File: src/rtl/core/cbnh_pkg.sv
// Shared types, constants and rounding helpers for the cubic Bezier near-hit tester.
// No dependencies; imported by every module of the block.
package cbnh_pkg;

	localparam int COORD_W = 16;   // Q12.4 coordinates
	localparam int PARAM_F = 16;   // fraction bits of t
	localparam int PARAM_W = PARAM_F + 1;
	localparam int CURVE_W = COORD_W + 2;
	localparam int WGT_W   = PARAM_W + 1;
	localparam int MUL_W   = COORD_W + 3;
	localparam int PROD_W  = 2 * MUL_W;
	localparam int ACC_W   = PROD_W + 2;
	localparam int DIST_W  = 2 * CURVE_W - 1;
	localparam int DIVD_W  = DIST_W;
	localparam int DIVS_W  = 32;
	localparam int CFG_W   = 32;
	localparam int MARGIN_W = 12;
	localparam int RADIUS_W = 24;
	localparam int MINIT_W  = 7;

	localparam logic [PARAM_W-1:0] T_ONE  = PARAM_W'(1) << PARAM_F;
	localparam logic [PROD_W-1:0]  T_HALF = PROD_W'(1) << (PARAM_F - 1);

	typedef enum logic [1:0] {
		REG_BOUND_MARGIN = 2'd0,
		REG_HIT_RADIUS   = 2'd1,
		REG_ITER_DIV     = 2'd2,
		REG_MIN_ITER     = 2'd3
	} cfg_reg_t;

	typedef logic signed [COORD_W-1:0] coord_t;

	typedef struct packed {
		coord_t query_x;
		coord_t query_y;
		coord_t start_x;
		coord_t start_y;
		coord_t ctrl0_x;
		coord_t ctrl0_y;
		coord_t ctrl1_x;
		coord_t ctrl1_y;
		coord_t end_x;
		coord_t end_y;
	} cbnh_query_t;

	typedef struct packed {
		logic               is_near;
		logic               box_rejected;
		logic [PARAM_W-1:0] best_param;
		coord_t             closest_x;
		coord_t             closest_y;
	} cbnh_result_t;

	// round half up of an unsigned Q.2F product back to Q1.F
	function automatic logic [PARAM_W-1:0] rnd_u(input logic signed [PROD_W-1:0] p);
		logic [PROD_W-1:0] s;
		s = $unsigned(p) + T_HALF;
		return s[PARAM_F +: PARAM_W];
	endfunction

	// round half up (floor of x + half) of a signed sum back to Q14.4
	function automatic logic signed [CURVE_W-1:0] rnd_s(input logic signed [ACC_W-1:0] a);
		logic signed [ACC_W-1:0] s;
		s = a + $signed({{(ACC_W-PROD_W){1'b0}}, T_HALF});
		return s[PARAM_F +: CURVE_W];
	endfunction

	function automatic coord_t sat_coord(input logic signed [CURVE_W-1:0] v);
		localparam logic signed [CURVE_W-1:0] CMAX = CURVE_W'((1 << (COORD_W - 1)) - 1);
		localparam logic signed [CURVE_W-1:0] CMIN = -CMAX - CURVE_W'(1);
		if (v > CMAX) return CMAX[COORD_W-1:0];
		if (v < CMIN) return CMIN[COORD_W-1:0];
		return v[COORD_W-1:0];
	endfunction

endpackage

File: src/rtl/core/cbnh_div.sv
// Restoring divider, one quotient bit per cycle, used for the round count.
// Depends on cbnh_pkg for operand widths.
module cbnh_div import cbnh_pkg::*; (
	input  logic              clk,
	input  logic              arst_n,
	input  logic              start,
	input  logic [DIVD_W-1:0] dividend,
	input  logic [DIVS_W-1:0] divisor,
	output logic              done,
	output logic [DIVD_W-1:0] quotient
);
	localparam int CNT_W = $clog2(DIVD_W);

	logic              busy_q;
	logic              done_q;
	logic [CNT_W-1:0]  cnt_q;
	logic [DIVD_W-1:0] quo_q;
	logic [DIVS_W-1:0] rem_q;
	logic [DIVS_W-1:0] dvs_q;
	logic [DIVS_W:0]   trial;
	logic              fits;

	assign trial = {rem_q, quo_q[DIVD_W-1]};
	assign fits  = trial >= {1'b0, dvs_q};

	always_ff @(posedge clk or negedge arst_n) begin
		if (!arst_n) begin
			busy_q <= 1'b0;
			done_q <= 1'b0;
			cnt_q  <= '0;
		end else begin
			done_q <= 1'b0;
			if (start) begin
				busy_q <= 1'b1;
				cnt_q  <= '0;
			end else if (busy_q) begin
				cnt_q <= cnt_q + CNT_W'(1);
				if (cnt_q == CNT_W'(DIVD_W - 1)) begin
					busy_q <= 1'b0;
					done_q <= 1'b1;
				end
			end
		end
	end

	always_ff @(posedge clk) begin
		if (start) begin
			quo_q <= dividend;
			rem_q <= '0;
			dvs_q <= divisor;
		end else if (busy_q) begin
			quo_q <= {quo_q[DIVD_W-2:0], fits};
			rem_q <= fits ? DIVS_W'(trial - {1'b0, dvs_q}) : trial[DIVS_W-1:0];
		end
	end

	assign done     = done_q;
	assign quotient = quo_q;
endmodule

File: config.mk
export PLATFORM = sky130hd
export DESIGN_NAME = cbnh_div
export DESIGN_NICKNAME = d
export VERILOG_FILES = /design/src/rtl/core/cbnh_pkg.sv /design/src/rtl/core/cbnh_div.sv
export SDC_FILE = /design/constraint.sdc
export NUM_CORES = 1
export LEC_CHECK = 0
export BUFFER_PORTS_ARGS = -buffer_cell sky130_fd_sc_hd__buf_2
export CORE_ASPECT_RATIO = 1.2
export CORE_MARGIN = 1
export CORE_UTILIZATION = 45
export CTS_CLUSTER_DIAMETER = 60
export DETAILED_ROUTE_END_ITERATION = 8
export GPL_ROUTABILITY_DRIVEN = 1
export GPL_TIMING_DRIVEN = 0
export HOLD_SLACK_MARGIN = 0.12
export PLACE_DENSITY = 0.69
export SLEW_MARGIN = 15
export SYNTH_ARGS = -nofsm -noshare
export SYNTH_HDL_FRONTEND = slang
export SYNTH_SLANG_ARGS = --single-unit
File: constraint.sdc
create_clock -name clk -period 2.5 [get_ports clk]
set_input_delay 0.375 -clock clk [delete_from_list [all_inputs] [get_ports clk]]
set_output_delay 0.375 -clock clk [all_outputs]
set_load 0.02 [all_outputs]
======== Yosys cells after proc, flatten, opt, wreduce, memory -nomap -nowiden ========
Index checks and enable logic that the tools add are counted.
storage, ports and cells
  register bits ........................... 107
  bits of input ports ..................... 70
  output and inout bits ................... 36
operators by class
  $add $sub $neg .......................... 2
  magnitude comparators ................... 1
  eq/ne operators ......................... 1
  multiplexer cells ....................... 11
  reduce and logical (&&, ||, !) cells .... 1
operators by type and width
  operator                                                        count
  35-bit two-way mux                                              2
  33-bit by 32-bit greater-or-equal comparator with 1-bit output  1
  32-bit two-way mux                                              1
  32-bit subtractor                                               1
  6-bit two-way mux                                               2
  6-bit by 1-bit adder with 6-bit output (second input constant)  1
  6-bit == test (second input constant)                           1
  1-bit two-way mux                                               6
  2-bit nonzero test                                              1

======== Depth between registers and ports, before layout ========
  word-level depth ........................ 4
  gate-level depth with buffers ........... 12
  depth with buffers taken out ............ 11

======== Least setup slack after synthesis ========
Ideal clock, no wire load.
  path kind ............................... reg2reg
  from .................................... register quo_q[34] (netlist: quotient[34])
  to ...................................... register rem_q[26]
  arrival ................................. 2710 ps
  data required time ...................... 2409 ps
  path slack .............................. -301 ps
  cell stages (with the launch flop) ...... 12
  cell sequence ........................... edfxtp_1 inv_1 ha_1 fa_1 nor2b_1 o21bai_1 a21oi_1 a211oi_2 a211o_1 a211o_1 a31o_2 a311oi_1
between the ends
  word-level cells in the longest chain between the ends .. 2
ends and longest elaborated chain
  element                                                                                                     RTL line                        source
  from (decl)                                                                                                 cbnh_div.sv:17                  logic [DIVD_W-1:0] quo_q;
  from (signal assigned)                                                                                      cbnh_div.sv:48                  quo_q <= dividend;
  from (signal assigned)                                                                                      cbnh_div.sv:52                  quo_q <= {quo_q[DIVD_W-2:0], fits};
  32-bit subtractor / 33-bit by 32-bit greater-or-equal comparator with 1-bit output (equally long branches)  cbnh_div.sv:53, cbnh_div.sv:24
  32-bit two-way mux *                                                                                        cbnh_div.sv:53                  rem_q <= fits ? DIVS_W'(trial - {1'b0, dvs_q}) : trial[DIVS_W-1:0];
  to (signal assigned)                                                                                        cbnh_div.sv:53
  to (decl)                                                                                                   cbnh_div.sv:18                  logic [DIVS_W-1:0] rem_q;
Every way passes the cells marked *; elsewhere a longest branch is shown, timed or not.
A chain may end at the register's enable or synchronous reset.

======== Worst setup path in the final report ========
  from .................................... register rem_q[3]
  to ...................................... register quo_q[0] (netlist: quotient[0]), data pin
between the ends
  word-level cells in the longest chain between the ends .. 3
ends and longest elaborated chain
  element                                                         RTL line        source
  33-bit by 32-bit greater-or-equal comparator with 1-bit output  cbnh_div.sv:24  assign fits = trial >= {1'b0, dvs_q};
  35-bit two-way mux                                              cbnh_div.sv:51  end else if (busy_q) begin
  35-bit two-way mux                                              cbnh_div.sv:47  if (start) begin
No other way between the ends. The select of a mux whose other input is x is not followed.

==> PnR_summary.wiki <==
{| class="wikitable"
! Metric !! Value
|-
| Run status || finished, violations left
|-
| Violation count after the first detailed-route iteration || 242
|-
| Starting density of the core || between 40% and 50%
|-
| Ant. Diodes || 0
|-
| Die area || ~14,000 µm²
|-
| Average size of a mapped cell || 10.4 µm²
|-
| Number of buffers created by CTS || 9
|-
| Filler instances || 1,156
|-
| Number of warnings printed during yosys synthesis || 0
|-
| Number of unique standard cell types used by synthesis || 57
|-
| Clk root buf || sky130_fd_sc_hd__clkbuf_16
|-
| Hold Crit Endpoint || dvs_q[30]
|-
| Int Power || 3.07 mW
|-
| Setup repair after global routing missed its margin || true
|-
| Mean routed wirelength per cell || around 16 µm
|-
| Cell types with the largest area share after synthesis || sky130_fd_sc_hd__edfxtp_1, sky130_fd_sc_hd__dfxtp_1, sky130_fd_sc_hd__ha_1, sky130_fd_sc_hd__mux2_2, sky130_fd_sc_hd__mux2i_1
|-
| Deepest clock path buffer count || 2
|-
| Routed via count divided by cell count || approximately 5.5
|-
| Final worst clock skew || about 0.012 ns
|-
| Worst slew pin tran || 0.737 ns
|-
| DRC violations left || 0
|-
| WP data required || 2.61 ns
|-
| Clock Sink Count || 107
|-
| Number of hold violations in the final report || 0
|-
| Sequential power share || slightly below 50%
|-
| Crit Path Class || reg2reg
|-
| Depth of the most critical reg-to-reg path || 9
|-
| Slack of the critical path || -0.318 ns
|-
| Top flip-flop cell by instance count after synthesis || sky130_fd_sc_hd__edfxtp_1
|-
| Number of enable-type register cells in the synthesized netlist || 67
|-
| Final core area utilization || 59.2%
|-
| Hold path startpoint || divisor[30]
|-
| Number of max-cap violations || 0
|-
| Clock tree from TritonCTS || yes
|-
| Fraction of layout cells with a size suffix above 1 || 35.9%
|-
| Number of slew-limit violations in the final report || 0
|-
| Worst setup EP type || flop
|-
| Footprint of the multi-input gates || ~3400 µm²
|-
| CP Cell Sequence || ha_4, a21o_1, a211o_1, o21ai_4, a21oi_2, or3b_4, a211o_4, buf_8, mux2_4
|-
| Min-delay worst type || in2reg
|-
| Final critical-path share of the clock period || 113%
|-
| Number of failing setup endpoints in the final timing report || 33
|-
| Final wirelength || 14,700 µm
|-
| Post-synthesis cell area || ~6200 µm²
|-
| Worst hold path depth || 1
|-
| Count of vias placed by the detailed router || 4,995
|-
| Synth async-reset ratio || 7.48%
|-
| Power density relative to cell area || between 500 and 600 nW/µm²
|-
| Wire length of the first global-routing pass || 23,300 µm
|-
| Worst Path Arrival || 2.93 ns
|-
| Time the worst path needs with I/O delays and setup || 2.82 ns
|-
| Storage cell area || 2850 µm²
|-
| Max-slew headroom at the worst pin || between 50 and 60%
|-
| Setup slack of the worst register-to-register path || -0.32 ns
|-
| DIE HEIGHT || 131 µm
|-
| Clock power frac || 35.4%
|-
| Remaining global-route overflow || 0
|-
| Worst IR drop on VDD || 0.403 mV
|-
| Post-layout nets || 838
|-
| Part of the total power dissipated in combinational logic || approximately 15%
|-
| Maximum clock rate || 355 MHz
|-
| Leak || about 3.3 nW
|-
| Number of top-level pins || 106
|-
| Post-synthesis sequential area ratio || 45.7%
|-
| Startpoint types || flop
|-
| Reg-to-reg endpoint || quotient[0]
|-
| Router iterations before antenna repair || 7
|-
| Placer's final routability congestion estimate || between 0.8 and 0.9
|-
| Cells after synthesis || 598
|-
| CTS HTree Levels || 3
|-
| Fraction of post-synthesis cell area in the top cell type by area || 32.2%
|-
| Hpwl dp || ~10,000 µm
|-
| Master of the slowest instance on the critical path || sky130_fd_sc_hd__dfxtp_1
|-
| Number of antenna violations at the first check in global routing || 0
|-
| Number of buffer cells added on primary ports || ~110
|-
| Number of synthesized register bits || 107
|-
| Synth area leader || sky130_fd_sc_hd__edfxtp_1
|-
| Commonest non-fill, non-tap cell in the layout || sky130_fd_sc_hd__buf_2
|-
| Standard-cell rows || 46
|-
| Commonest cells after routing, fill and taps aside || sky130_fd_sc_hd__buf_2, sky130_fd_sc_hd__edfxtp_1, sky130_fd_sc_hd__nor2_1
|-
| Crit-path max cell delay || 0.42 ns
|-
| Aggregate global-route resource usage || 21.2%
|-
| Reg-to-reg startpoint || rem_q[3]
|-
| Total core area || 13,400 µm²
|-
| Largest fanout on the critical path || 5
|-
| Synth-to-Final Area Change || 26.7%
|-
| Number of global-route vias before repair || around 4,900
|-
| Number of nets in the synthesized netlist || ~700
|-
| Clock edge transition at the registers on the reported setup and hold paths || 0.07 ns
|-
| Width of the die || 110 µm
|-
| Switching Share || 25.9%
|-
| Placement-stage worst setup slack || -0.454 ns
|-
| Violations in the final reports || setup timing
|-
| Largest net degree at the start of global routing || 36
|-
| Antenna violation net count after detailed routing || 0
|-
| Net Switching || 1.07 mW
|-
| Clock latency on the worst-skew pair || 0.36 ns
|}
Yosys cell counts, types with 15 or more instances:
cell type	number
sky130_fd_sc_hd__a21oi_1	34
sky130_fd_sc_hd__mux2i_1	25
sky130_fd_sc_hd__nor2_1	64
sky130_fd_sc_hd__edfxtp_1	67
sky130_fd_sc_hd__dfxtp_1	32
sky130_fd_sc_hd__ha_1	34
sky130_fd_sc_hd__inv_1	42
sky130_fd_sc_hd__xnor2_1	15
sky130_fd_sc_hd__mux2_2	35
sky130_fd_sc_hd__nand2_1	32
sky130_fd_sc_hd__a211oi_1	29
sky130_fd_sc_hd__clkbuf_1	15
sky130_fd_sc_hd__o21ai_0	20
power groups by stage:
stage	Sequential [mW]	Combinational, mW	Clock (mW)
after global placement	2.09	0.554	0
after floorplan	2.15	0.302	0
final	2.05	0.630	1.47
after global routing	2.06	0.683	1.57
after CTS	2.05	0.590	1.50
after detailed placement	2.09	0.570	0
flip-flops by register name, indices dropped and copies added, names as in the netlist:
register,cells
dvs_q,32
cnt_q,6
rem_q,32
busy_q,1
done,1
quotient,35
repair_timing:
| item | in CTS | in global routing |
|---|---|---|
| endpoints found under the setup margin | 33 | 68 |
| gates resized for setup | 37 | 46 |
| pin swaps | 16 | 18 |
| hold buffers | 1 | 0 |
| endpoints found under the hold margin | 8 | 0 |
| buffers inserted | 14 | 11 |
| gates cloned | 1 | 0 |
through the flow:
stage	std cells	hold slack [ns]	TNS, ns	power, mW	area, µm²
finish	906	0.187	-8.27	4.15	7910
global route	906	0.174	-11.57	4.32	7910
CTS	897	0.177	-7.99	4.14	7590
detailed placement	871	0.226	-28.36	2.66	7020
global placement	871	0.223	-37.87	2.64	7020
floorplan	598	0.0794	-3.30	2.46	6290
cells by family after synthesis:
group,synth area share (%)
AOI/OAI and AO/OA,15.7
xor gates and xnor gates,3.93
adders and majority gates,7.14
buffers and inverters,6.09
DFF,45.7
muxes,10.3
and+or+nand+nor,11.1
worst max-delay path, delay by kind of cell (launching register included):
kind | cells | cell delay (ns)
flip-flops | 1 | 0.42
AND/OR/NAND/NOR | 1 | 0.38
adder cells (fa/ha/maj) | 1 | 0.24
buffers and inverters | 1 | 0.15
multiplexers | 1 | 0.26
AO/OA/AOI/OAI | 5 | 1.11
worst max-delay path by stage:
stage / startpoint / end / slack, ns / depth (start not counted)
floorplan: dvs_q[4] / quotient[0] / -0.22 / 10
global route: rem_q[3] / quotient[0] / -0.39 / 9
CTS: dvs_q[4] / quotient[0] / -0.30 / 10
global placement: start / quotient[9] / -0.74 / 6
detailed placement: dvs_q[24] / rem_q[26] / -0.45 / 10
finish: rem_q[3] / quotient[0] / -0.32 / 9
metal layers:
| layer | vias to the layer above | GRT usage [%] | part of all wire [%] |
|---|---|---|---|
| met1 | 2367 | 25.4 | 42 |
| met4 | 0 | 8.71 | 2.3 |
| met3 | 27 | 4.66 | 5.2 |
| met5 | - | 0 | 0 |
| li1 | 2451 | - | - |
| met2 | 150 | 36.7 | 50 |
layout make-up:
class	instances	share of cell area, %
clock buffers	10	2.90
flip-flops and latches	107	36.1
clock inverters	6	0.934
plain buffers	26	2.60
repair buffers	132	9.69
inverters	42	1.99
multi-input cells	415	43.1
well taps	168	2.66
Power figures use the tool's default switching activity.
